$ cat src/design/pcr_pkg.sv
// Shared types, codes and operand tables for the pose composition unit.
`default_nettype none

package pcr_pkg;

    localparam int POS_WIDTH_DEF  = 32;
    localparam int QUAT_WIDTH_DEF = 32;

    typedef enum logic [1:0] {
        FN_LOAD      = 2'd0,
        FN_COMPOSE   = 2'd1,
        FN_RELATIVE  = 2'd2,
        FN_TRANSFORM = 2'd3
    } func_t;

    typedef enum logic [1:0] {
        QC_W = 2'd0,
        QC_X = 2'd1,
        QC_Y = 2'd2,
        QC_Z = 2'd3
    } comp_t;

    // rounded pair products feeding the rotation matrix
    typedef enum logic [3:0] {
        PR_XX = 4'd0,
        PR_YY = 4'd1,
        PR_ZZ = 4'd2,
        PR_XY = 4'd3,
        PR_XZ = 4'd4,
        PR_YZ = 4'd5,
        PR_WX = 4'd6,
        PR_WY = 4'd7,
        PR_WZ = 4'd8
    } pair_t;

    typedef enum logic [4:0] {
        S_IDLE,
        S_PAIR_MUL,
        S_PAIR_ACC,
        S_MAT,
        S_ROT_MUL,
        S_ROT_ACC,
        S_HAM_MUL,
        S_HAM_ACC,
        S_TOP,
        S_SHIFT,
        S_SQ_MUL,
        S_SQ_ACC,
        S_SQRT_GO,
        S_SQRT_WAIT,
        S_DIV_GO,
        S_DIV_WAIT,
        S_OUT
    } state_t;

    typedef struct packed {
        comp_t a;
        comp_t b;
    } op_pair_t;

    typedef struct packed {
        comp_t a;
        comp_t b;
        logic  neg;
    } ham_term_t;

    typedef struct packed {
        logic start;
        logic is_div;
    } rd_cmd_t;

    typedef struct packed {
        logic busy;
        logic done;
    } rd_stat_t;

    function automatic op_pair_t pair_ops(input logic [3:0] k);
        op_pair_t r;
        case (k)
            PR_XX:   r = '{QC_X, QC_X};
            PR_YY:   r = '{QC_Y, QC_Y};
            PR_ZZ:   r = '{QC_Z, QC_Z};
            PR_XY:   r = '{QC_X, QC_Y};
            PR_XZ:   r = '{QC_X, QC_Z};
            PR_YZ:   r = '{QC_Y, QC_Z};
            PR_WX:   r = '{QC_W, QC_X};
            PR_WY:   r = '{QC_W, QC_Y};
            PR_WZ:   r = '{QC_W, QC_Z};
            default: r = '{QC_W, QC_W};
        endcase
        return r;
    endfunction

    // Hamilton product terms, four per output component in w, x, y, z order
    function automatic ham_term_t ham_ops(input logic [3:0] t);
        ham_term_t r;
        case (t)
            4'd0:    r = '{QC_W, QC_W, 1'b0};
            4'd1:    r = '{QC_X, QC_X, 1'b1};
            4'd2:    r = '{QC_Y, QC_Y, 1'b1};
            4'd3:    r = '{QC_Z, QC_Z, 1'b1};
            4'd4:    r = '{QC_W, QC_X, 1'b0};
            4'd5:    r = '{QC_X, QC_W, 1'b0};
            4'd6:    r = '{QC_Y, QC_Z, 1'b0};
            4'd7:    r = '{QC_Z, QC_Y, 1'b1};
            4'd8:    r = '{QC_W, QC_Y, 1'b0};
            4'd9:    r = '{QC_X, QC_Z, 1'b1};
            4'd10:   r = '{QC_Y, QC_W, 1'b0};
            4'd11:   r = '{QC_Z, QC_X, 1'b0};
            4'd12:   r = '{QC_W, QC_Z, 1'b0};
            4'd13:   r = '{QC_X, QC_Y, 1'b0};
            4'd14:   r = '{QC_Y, QC_X, 1'b1};
            4'd15:   r = '{QC_Z, QC_W, 1'b0};
            default: r = '{QC_W, QC_W, 1'b0};
        endcase
        return r;
    endfunction

endpackage

`default_nettype wire

$ cat src/design/pcr_rootdiv.sv
// Bit-serial square root and restoring divider, one result bit per cycle.
`default_nettype none

module pcr_rootdiv
    import pcr_pkg::*;
#(
    parameter int QUAT_WIDTH = QUAT_WIDTH_DEF
) (
    input  logic                      clk,
    input  logic                      rst_n,
    input  rd_cmd_t                   cmd,
    input  logic [2*QUAT_WIDTH-3:0]   rad,
    input  logic [2*QUAT_WIDTH-4:0]   num,
    input  logic [QUAT_WIDTH-2:0]     den,
    output rd_stat_t                  stat,
    output logic [QUAT_WIDTH-2:0]     result
);
    localparam int QW   = QUAT_WIDTH;
    localparam int SW   = 2 * QW - 2;
    localparam int NW   = 2 * QW - 3;
    localparam int RW   = QW - 1;
    localparam int CNTW = $clog2(QW);

    logic            busy_reg, busy_next;
    logic            done_reg, done_next;
    logic            div_reg;
    logic [CNTW-1:0] cnt_reg;

    logic [SW-1:0]   x_reg, r_reg, bit_reg;
    logic [SW-1:0]   trial;

    logic [RW:0]     rem_reg;
    logic [RW-1:0]   lo_reg, q_reg, den_reg;
    logic [RW:0]     shifted;
    logic            fits;

    assign trial   = r_reg + bit_reg;
    assign shifted = {rem_reg[RW-1:0], lo_reg[RW-1]};
    assign fits    = shifted >= {1'b0, den_reg};

    always_comb
    begin
        busy_next = busy_reg;
        done_next = 1'b0;
        if (cmd.start)
        begin
            busy_next = 1'b1;
        end
        else if (busy_reg && cnt_reg == '0)
        begin
            busy_next = 1'b0;
            done_next = 1'b1;
        end
    end

    always_ff @(posedge clk or negedge rst_n)
    begin
        if (!rst_n)
        begin
            busy_reg <= 1'b0;
            done_reg <= 1'b0;
        end
        else
        begin
            busy_reg <= busy_next;
            done_reg <= done_next;
        end
    end

    always_ff @(posedge clk)
    begin
        if (cmd.start)
        begin
            div_reg <= cmd.is_div;
            cnt_reg <= CNTW'(QW - 2);
            x_reg   <= rad;
            r_reg   <= '0;
            bit_reg <= SW'(1) << (SW - 2);
            rem_reg <= (RW + 1)'(num[NW-1:QW-1]);
            lo_reg  <= num[RW-1:0];
            den_reg <= den;
            q_reg   <= '0;
        end
        else if (busy_reg)
        begin
            cnt_reg <= cnt_reg - 1'b1;
            if (div_reg)
            begin
                rem_reg <= fits ? shifted - {1'b0, den_reg} : shifted;
                lo_reg  <= lo_reg << 1;
                q_reg   <= {q_reg[RW-2:0], fits};
            end
            else
            begin
                if (x_reg >= trial)
                begin
                    x_reg <= x_reg - trial;
                    r_reg <= (r_reg >> 1) + bit_reg;
                end
                else
                begin
                    r_reg <= r_reg >> 1;
                end
                bit_reg <= bit_reg >> 2;
            end
        end
    end

    assign stat.busy = busy_reg;
    assign stat.done = done_reg;
    assign result    = div_reg ? q_reg : r_reg[RW-1:0];

endmodule

`default_nettype wire

$ cat config.mk
export PLATFORM = sky130hd
export DESIGN_NAME = pcr_rootdiv
export DESIGN_NICKNAME = d
export VERILOG_FILES = /design/src/design/pcr_pkg.sv /design/src/design/pcr_rootdiv.sv
export SDC_FILE = /design/constraint.sdc
export NUM_CORES = 1
export LEC_CHECK = 0
export BUFFER_PORTS_ARGS = -buffer_cell sky130_fd_sc_hd__buf_2
export CORE_AREA = 2 2 191 193
export DETAILED_ROUTE_END_ITERATION = 10
export DIE_AREA = 0 0 193 195
export PLACE_DENSITY_LB_ADDON = 0.3
export SETUP_SLACK_MARGIN = 0.1
export SYNTH_ARGS = -nofsm -noshare
export SYNTH_HDL_FRONTEND = slang
export SYNTH_SLANG_ARGS = --single-unit
export TNS_END_PERCENT = 1
$ cat constraint.sdc
create_clock -name clk -period 13.8 [get_ports clk]
set_clock_uncertainty 0.2 [all_clocks]
set_input_delay 1.38 -clock clk [delete_from_list [all_inputs] [get_ports clk]]
set_output_delay 1.38 -clock clk [all_outputs]
set_load 0.02 [all_outputs]
=== Word-level counts from Yosys, hierarchy flattened ===
Cells that the tools add are included.

* Register bits: 287
* Latch bits: 0
* Bits in writable memories: 0
* Memory bits (read-only): 0
* Input port bits: 158
* Output and inout port bits: 33
* Logic and storage cells: 48
* Memories: 0

* Add/sub/neg operators: 5
* $mul: 0
* Div/mod/pow operators: 0
* Magnitude comparators: 2
* Equality and inequality tests: 1
* Shifts and indexed selects: 0
* Muxes and demuxes: 17
* Bitwise operators: 1
* Reductions and logical operators: 10

{| class="wikitable"
|+ Operators with widths
! operator !! count
|-
| $mux 62 || 5
|-
| $mux 31 || 5
|-
| $mux 30 || 3
|-
| $add 61x61->62 || 1
|-
| $add 62x61->62 || 1
|-
| $ge 62x62->1 || 1
|-
| $sub 62x62->62 || 1
|-
| $ge 32x31->1 || 1
|-
| $sub 31x31->31 || 1
|-
| $reduce_bool 2->1 || 4
|-
| $reduce_and 2->1 || 3
|-
| $logic_not 5->1 || 1
|-
| $sub 5x1->5 const B || 1
|-
| $mux 1 || 4
|-
| $reduce_and 3->1 || 1
|-
| $ne 2x2->1 const B || 1
|-
| $logic_and 1x1->1 || 1
|-
| $not 1->1 || 1
|}

=== Longest topological paths before layout ===
Gate-level depths: netlist (run 1).

* Depth in word-level cells: 6
* Gate-level depth with buffers: 26
* Depth with buffers taken out: 23

=== Least setup slack after synthesis (run 1) ===
No wires, ideal clock.

* Path kind: reg-to-reg
* From: register r_reg[2]
* To: register x_reg[0] (enable)
* Library setup time: 0.568 ns
* Data arrival time: 9.299 ns
* Slack: 3.733 ns
* Cell stages (with the launch flop): 23
* Buffers on the path: 3
* Period minus slack after synthesis: 10.067 ns
* Cells stage by stage: dfxtp_1 -> ha_1 -> a31oi_1 -> a211oi_1 -> a21oi_1 -> o211a_1 -> o21a_1 -> o21ai_0 -> a21oi_1 -> o21ai_0 -> a211oi_1 -> xor2_1 -> ha_1 -> buf_2 -> nand4_1 -> or4_1 -> or3_1 -> o31ai_2 -> a211oi_1 -> and2_1 -> buf_6 -> clkbuf_1 -> o21ai_0

* Word-level cells in the longest chain between the ends: 4

{| class="wikitable"
|+ RTL lines
! element !! RTL line !! text
|-
| start, declared || pcr_rootdiv.sv:29 || <nowiki>logic [SW-1:0] x_reg, r_reg, bit_reg;</nowiki>
|-
| start signal, assigned || pcr_rootdiv.sv:98 || <nowiki>r_reg <= (r_reg >> 1) + bit_reg;</nowiki>
|-
| start signal, assigned || pcr_rootdiv.sv:102 || <nowiki>r_reg <= r_reg >> 1;</nowiki>
|-
| $add 62x61->62 || pcr_rootdiv.sv:37 || <nowiki>assign trial = r_reg + bit_reg;</nowiki>
|-
| $ge 62x62->1 || pcr_rootdiv.sv:95 || <nowiki>if (x_reg >= trial)</nowiki>
|-
| $reduce_bool 2->1 (no source line) || -- ||
|-
| $reduce_and 3->1 (no source line) || -- ||
|-
| end signal, assigned || pcr_rootdiv.sv:76 || <nowiki>x_reg <= rad;</nowiki>
|-
| end signal, assigned || pcr_rootdiv.sv:97 || <nowiki>x_reg <= x_reg - trial;</nowiki>
|-
| end, declared || pcr_rootdiv.sv:29 ||
|}

No other way between the ends.
A chain may end at the register's enable or synchronous reset.

=== Final worst setup path (run 1) ===
* From: register r_reg[2]
* To: register x_reg[33] (enable)

Same word-level chain as after synthesis.

==> results.ini, run 1 <==
[outcome]
status = finished clean

[timing]
finalHoldViolCount = 0
fin_crit_sh_pct = 52.5
fmax_ghz = 0.138
min_period_ns = 7.24
setup_slack_ns = 6.56
setup_violations = 0
holdWs_ns = 0.286
tightest_slew_ns = 1.17
rsz0062_at_grt = no
setup_tns_ns = 0
slew_headroom_pct = 22.2
drv_slew = 0

[die]
rows = 69
die_w_um = 193
coreArea_sq_um = 35400
die-area_sq_um = 37600
start_util_pct = 60.4
die_y_um = 195
ios = 191

[final_layout]
syn2layout_area_growth_pct = 10.9
drive_above_1_share_pct = 13.7
final_cells = 3111
final_cell_mix = 348 x nand2_1, 228 x a21oi_1, 224 x o21ai_0
final_nets = 2939
final_common_cell = nand2_1
design_area_sq_um = 23700
final_core_util_pct = 67.0

[power_and_ir_drop]
p_per_area_nw_per_um2 = 207
power.total_mw = 4.92
combPwrFrac_pct = 52.7
p_leak_nw = 9.39
clkPwrFrac_pct = 20.3
internal-power_mw = 2.81
power_frac_seq_pct = 27.0
p_sw_mw = 2.11
switching_share_pct = 42.9
irDropWorstVdd_mv = 0.152

[synth]
ys_seq_elements = 287
yosysSeqAreaShare_pct = 34.2
synth_nets = 2846
syn_inst = 2528
syn_avg_cell_area_sq_um = 8.46
yosys.cell_types.count = 76
synthArstFlopShare_pct = 0.697
synth-edff-count = 155
synth_area_sq_um = 21400
yosysWarnings = 0
ys.flop_type = edfxtp_1

[global_routing]
grt_pass1_wl_mm = 93.0
track_usage_pct = 30.5
overflow = 0
antenna_found_initial = 0
first_global_vias = 18264
grt_max_degree = 113

[clock_network]
clk_latency_ns = 0.56
cts_setup_buffers = 0
htree_num_levels = 2
cts_buffer_depth = 3
cts_buffers = 36
cts_tree = done
path_clk_slew_ns = 0.06
cts_resized = 0
clock-sinks = 287
ctsRootBufferMaster = clkbuf_16
ctsHoldBuffers = 0

[placed_design]
place_congestion = 0.943
placed_area_sq_um = 22500
preCtsSetupSlack_ns = 6.69
port_buffers = 190
dp_cells = 3044
place_hpwl_mm = 43.0

[route]
viasPerCell = 6.25
drtIter0Drc = 1606
ant_nets = 0
drt-total-wl_mm = 58.7
avgRoutedWirePerCell_um = 18.9
vias = 19439
drc = 0
first_pass_iters = 6

[worst_hold_path]
hold_path.class = reg2reg

[worst_setup_path]
cp_max_fo = 62
start_kind = flop
crit_path_end_kind = flop
crit_type = reg2reg
required_ns = 13.76
rrSetupSlack_ns = 6.56
cp.arrival_ns = 7.20

[flow_run]
drv_cap = 0

synth_stat cells, types with 73 or more instances:
cell type  count  area share, %
ha_1         158            9.2
nor2_1       159            2.8
xor2_1        84            3.4
clkbuf_1     124            2.2
xnor2_1      107            4.4
edfxtp_1     155             22
mux2_2        77            4.1
a21oi_1      229            5.4
o21ai_0      225            5.3
a31oi_1       73            2.1
dfxtp_1      130             12
nand2_1      348            6.1
path summary, 6_finish.rpt:
check | start | to | depth (start not counted)
setup reg to reg | r_reg[2] | x_reg[33] | 21
max in group asynchronous | rst_n | done_reg | 1
setup / recovery | r_reg[2] | x_reg[33] | 21
hold / removal | bit_reg[34] | bit_reg[32] | 2
hold reg to reg | bit_reg[34] | bit_reg[32] | 2
min in group asynchronous | rst_n | busy_reg | 1
worst max-delay path, stage by stage (launching register included):
cell and delay [ns]:
dfxtp_1 0.37, ha_1 0.36, a31oi_1 0.16, a211oi_1 0.49, a21oi_1 0.16, o211a_1 0.32, o21a_1 0.27, o21ai_0 0.47
a21oi_1 0.18, o21ai_0 0.31, a211oi_1 0.14, xor2_1 0.16, ha_1 0.46, nand4_1 0.21, or4_1 0.49, or3_1 0.33
o31ai_2 0.18, a211oi_1 0.10, and2_2 0.21, buf_4 0.31, o21ai_4 0.21, buf_4 0.68
power by group through the flow:
stage / combinational, mW / sequential [mW] / clock (mW)
after floorplan: 2.00 / 1.27 / 0
after global placement: 2.49 / 1.33 / 0
after detailed placement: 2.53 / 1.34 / 0
after CTS: 2.55 / 1.32 / 1.02
after global routing: 2.87 / 1.35 / 1.05
final: 2.59 / 1.33 / 0.998
cells by family after synthesis:
logic type                 synth area share (%)
muxes                                      4.48
adders and majority gates                  9.43
AOI/OAI and AO/OA                          24.1
xor gates and xnor gates                   7.82
buffers and inverters                      4.01
DFF                                        34.2
and+or+nand+nor                            15.9
routing by layer:
layer	track usage (%)	share of wire [%]	vias up
li1	-	-	9481
met1	44.5	47	9081
met2	46.3	43	775
met3	4.49	7.6	102
met4	10.1	2.7	0
met5	0	0	-
cell type report:
cell class,count,area [sq um]
Timing Repair Buffer,203,1060
Clock buffer,52,1020
Tap cell,461,577
Clock inverter,14,228
Antenna cell,1,2.50
Fill cell,2953,11700
Inverter,70,263
Multi-Input combinational cell,2023,13300
Sequential cell,287,7310
Note: power is estimated with default switching activity, not from simulation.
==> run 2, diff against run 1 <==
--- a/config.mk
+++ b/config.mk
@@ -5,10 +5,11 @@
 export SDC_FILE = /design/constraint.sdc
 export NUM_CORES = 1
 export LEC_CHECK = 0
+export ABC_AREA = 1
 export BUFFER_PORTS_ARGS = -buffer_cell sky130_fd_sc_hd__buf_2
-export CORE_AREA = 2 2 191 193
+export CORE_AREA = 2 2 207 209
 export DETAILED_ROUTE_END_ITERATION = 10
-export DIE_AREA = 0 0 193 195
+export DIE_AREA = 0 0 209 211
 export PLACE_DENSITY_LB_ADDON = 0.3
 export SETUP_SLACK_MARGIN = 0.1
 export SYNTH_ARGS = -nofsm -noshare
==> constraint.sdc (replaced) <==
create_clock -name clk -period 7.15 [get_ports clk]
set_clock_uncertainty 0.2 [all_clocks]
set_input_delay 0.715 -clock clk [delete_from_list [all_inputs] [get_ports clk]]
set_output_delay 0.715 -clock clk [all_outputs]
set_load 0.02 [all_outputs]
==> results.ini, run 2 <==
[final_layout]
nFillCells = 3878
final_common_cell = nand2_1
final_cells = 4955
final_cell_mix = 1,371 x nand2_1, 572 x inv_1, 481 x nor2_1
seq_area_sq_um = 7310
design_area_sq_um = 28500
syn2layout_area_growth_pct = 9.00
drive_above_1_share_pct = 7.11
multi_input_area_sq_um = 16100
final_nets = 4710

[timing]
slew_headroom_pct = 32.2
fmax_ghz = 0.169
holdWs_ns = 0.114
finalHoldViolCount = 0
rsz0062_at_grt = no
drv_slew = 0
fin_crit_sh_pct = 82.7
setup_tns_ns = 0
setup_violations = 0
tightest_slew_ns = 1.01
setup_slack_ns = 1.24
min_period_ns = 5.91

[route]
drtIter0Drc = 3215
vias = 28419
drt-total-wl_mm = 88.7
avgRoutedWirePerCell_um = 17.9
first_pass_iters = 6
drc = 0
ant_nets = 0
viasPerCell = 5.74

[synth]
synth_commonest_cells = 1,373 x nand2_1, 573 x inv_1, 482 x nor2_1, 336 x nand3_1, 271 x a21oi_1
yosysTopAreaCellShare_pct = 19.7
syn_inst = 4266
yosys.area_share.adder_pct = 7.71
yosys.area_share.simple_pct = 37.2
yosysSeqAreaShare_pct = 27.9
yosysWarnings = 0
yosys.cell_count.top_type = nand2_1
synth_xor_area_share_pct = 3.21
synth_top_cell_by_area = nand2_1
synth_area_sq_um = 26200
synth_nets = 4584
syn_avg_cell_area_sq_um = 6.13
ys_seq_elements = 287
synth-compound-area-share_pct = 13.4
synthTopCellsByArea = nand2_1 20%, edfxtp_1 18%, dfxtp_1 9.9%
yosys.cell_types.count = 50
synth-edff-count = 155
muxShareOfSynthArea_pct = 0
synthArstFlopShare_pct = 0.697
synth_top_family_by_area = simple AND/OR/NAND/NOR gates
ys.flop_type = edfxtp_1

[clock_network]
cts_resized = 0
path_clk_slew_ns = 0.06
cts_buffers = 34
htree_num_levels = 2
cts_buffer_depth = 3
clock-sinks = 287
cts_tree = done
clk_latency_ns = 0.58
ctsRootBufferMaster = clkbuf_16

[placed_design]
dp_cells = 4894
place_hpwl_mm = 70.4
port_buffers = 190
preCtsSetupSlack_ns = 1.51
place_congestion = 1.10
placed_area_sq_um = 27400

[global_routing]
overflow = 0
use_met2_pct = 63.5
track_usage_pct = 39.7
antenna_found_initial = 2
busiest_layer = met2
grtUsageMet1_pct = 51.2
grt_max_degree = 95
grt_use_met3_pct = 7.31
first_global_vias = 26071
grt_pass1_wl_mm = 137

[die]
start_util_pct = 62.7
die_y_um = 211
rows = 75
die-area_sq_um = 44100
ios = 191
die_w_um = 209
coreArea_sq_um = 41800

[power_and_ir_drop]
p_per_area_nw_per_um2 = 385
irDropWorstVdd_mv = 0.253
p_leak_nw = 13.1

[worst_setup_path]
start_kind = flop
crit_chain = ha_1 > nand2_1 > o21ai_0 > nand2_1 > o21ai_0 > a21oi_1 > nor3_1 > nor2_1 > nand3b_1 > nand2_1 > ha_1 > nand2_1 > nor2_1 > inv_2 > nor2_1 > nand2_1 > nor2_1 > nand2_4 > nand2_8 > nand2_2 > nand2_2 > buf_12
cp.arrival_ns = 5.95
crit_type = reg2reg
crit_path_end_kind = flop
cpMaxStageDelayCell = o21ai_0
path_common_cell = nand2_1
worst-path-buf-inv = 2
slowest_delay_ns = 0.56
required_ns = 7.19
crit_family = simple AND/OR/NAND/NOR gates
cp_max_fo = 91

[flow_run]
drv_cap = 0

[worst_hold_path]
hold_path.class = in2reg

[outcome]
status = finished clean

[run 2: per-layer routing]
layer	wire, um	share of wire (%)
met2	38800	44
met1	36400	41
met3	8400	9.5
met5	13	0.015
met4	5070	5.7
[run 2: per-stage QoR]
step / total power, mW / utilization (%)
after floorplan: 7.27 / -
after global placement: 8.93 / 65.6
after detailed placement: 9.00 / 65.6
after CTS: 10.8 / 68.3
after global routing: 11.8 / 68.3
final: 11.0 / 68.3
[run 2: kinds of logic after synthesis]
family                   count (synthesis)
adder cells (fa/ha/maj)                160
flip-flops                             287
AND/OR/NAND/NOR                       2362
AO/OA/AOI/OAI                          649
XOR/XNOR                                96
buffers and inverters                  712
[run 2: power by group]
part / leakage [nW] / total, mW / internal [mW] / switching [mW]
logic: 9.92 / 6.54 / 2.10 / 4.44
registers: 2.66 / 2.67 / 2.26 / 0.408
clock network: 0.543 / 1.78 / 1.03 / 0.757
total: 13.1 / 11.0 / 5.39 / 5.60
[run 2: path summary, 6_finish.rpt]
check | start | end | slack [ns] | cells past startpoint
worst max-delay path | r_reg[28] | x_reg[19] | 1.24 | 22
worst min-delay path | den[0] | den_reg[0] | 0.11 | 1
worst max register to register | r_reg[28] | x_reg[19] | 1.24 | 22
worst min register to register | cnt_reg[4] | cnt_reg[4] | 0.28 | 2
max in group asynchronous | rst_n | busy_reg | 6.37 | 2
min in group asynchronous | rst_n | done_reg | 0.28 | 2
[run 2: timing repair]
action,in CTS,in global routing
endpoints found under the hold margin,2,0
hold buffers,1,0
buffers inserted,0,0
[run 2: final cells by class]
| cell class | instances | area share, % |
|---|---|---|
| multi-input combinational | 3267 | 56.4 |
| inverter | 600 | 7.91 |
| sequential | 287 | 25.6 |
| clock inverter | 17 | 0.733 |
| antenna | 1 | 0.00877 |
| tap | 539 | 2.36 |
| clock buffer | 42 | 3.19 |
| timing repair buffer | 202 | 3.73 |
[run 2: worst reg2reg max path, delay by kind of cell, from the launching register on]
family                   cells  cell delay [ns]
AND/OR/NAND/NOR             15             2.62
AO/OA/AOI/OAI                3             1.15
adder cells (fa/ha/maj)      2             0.78
flip-flops                   1             0.41
buffers and inverters        2             0.36
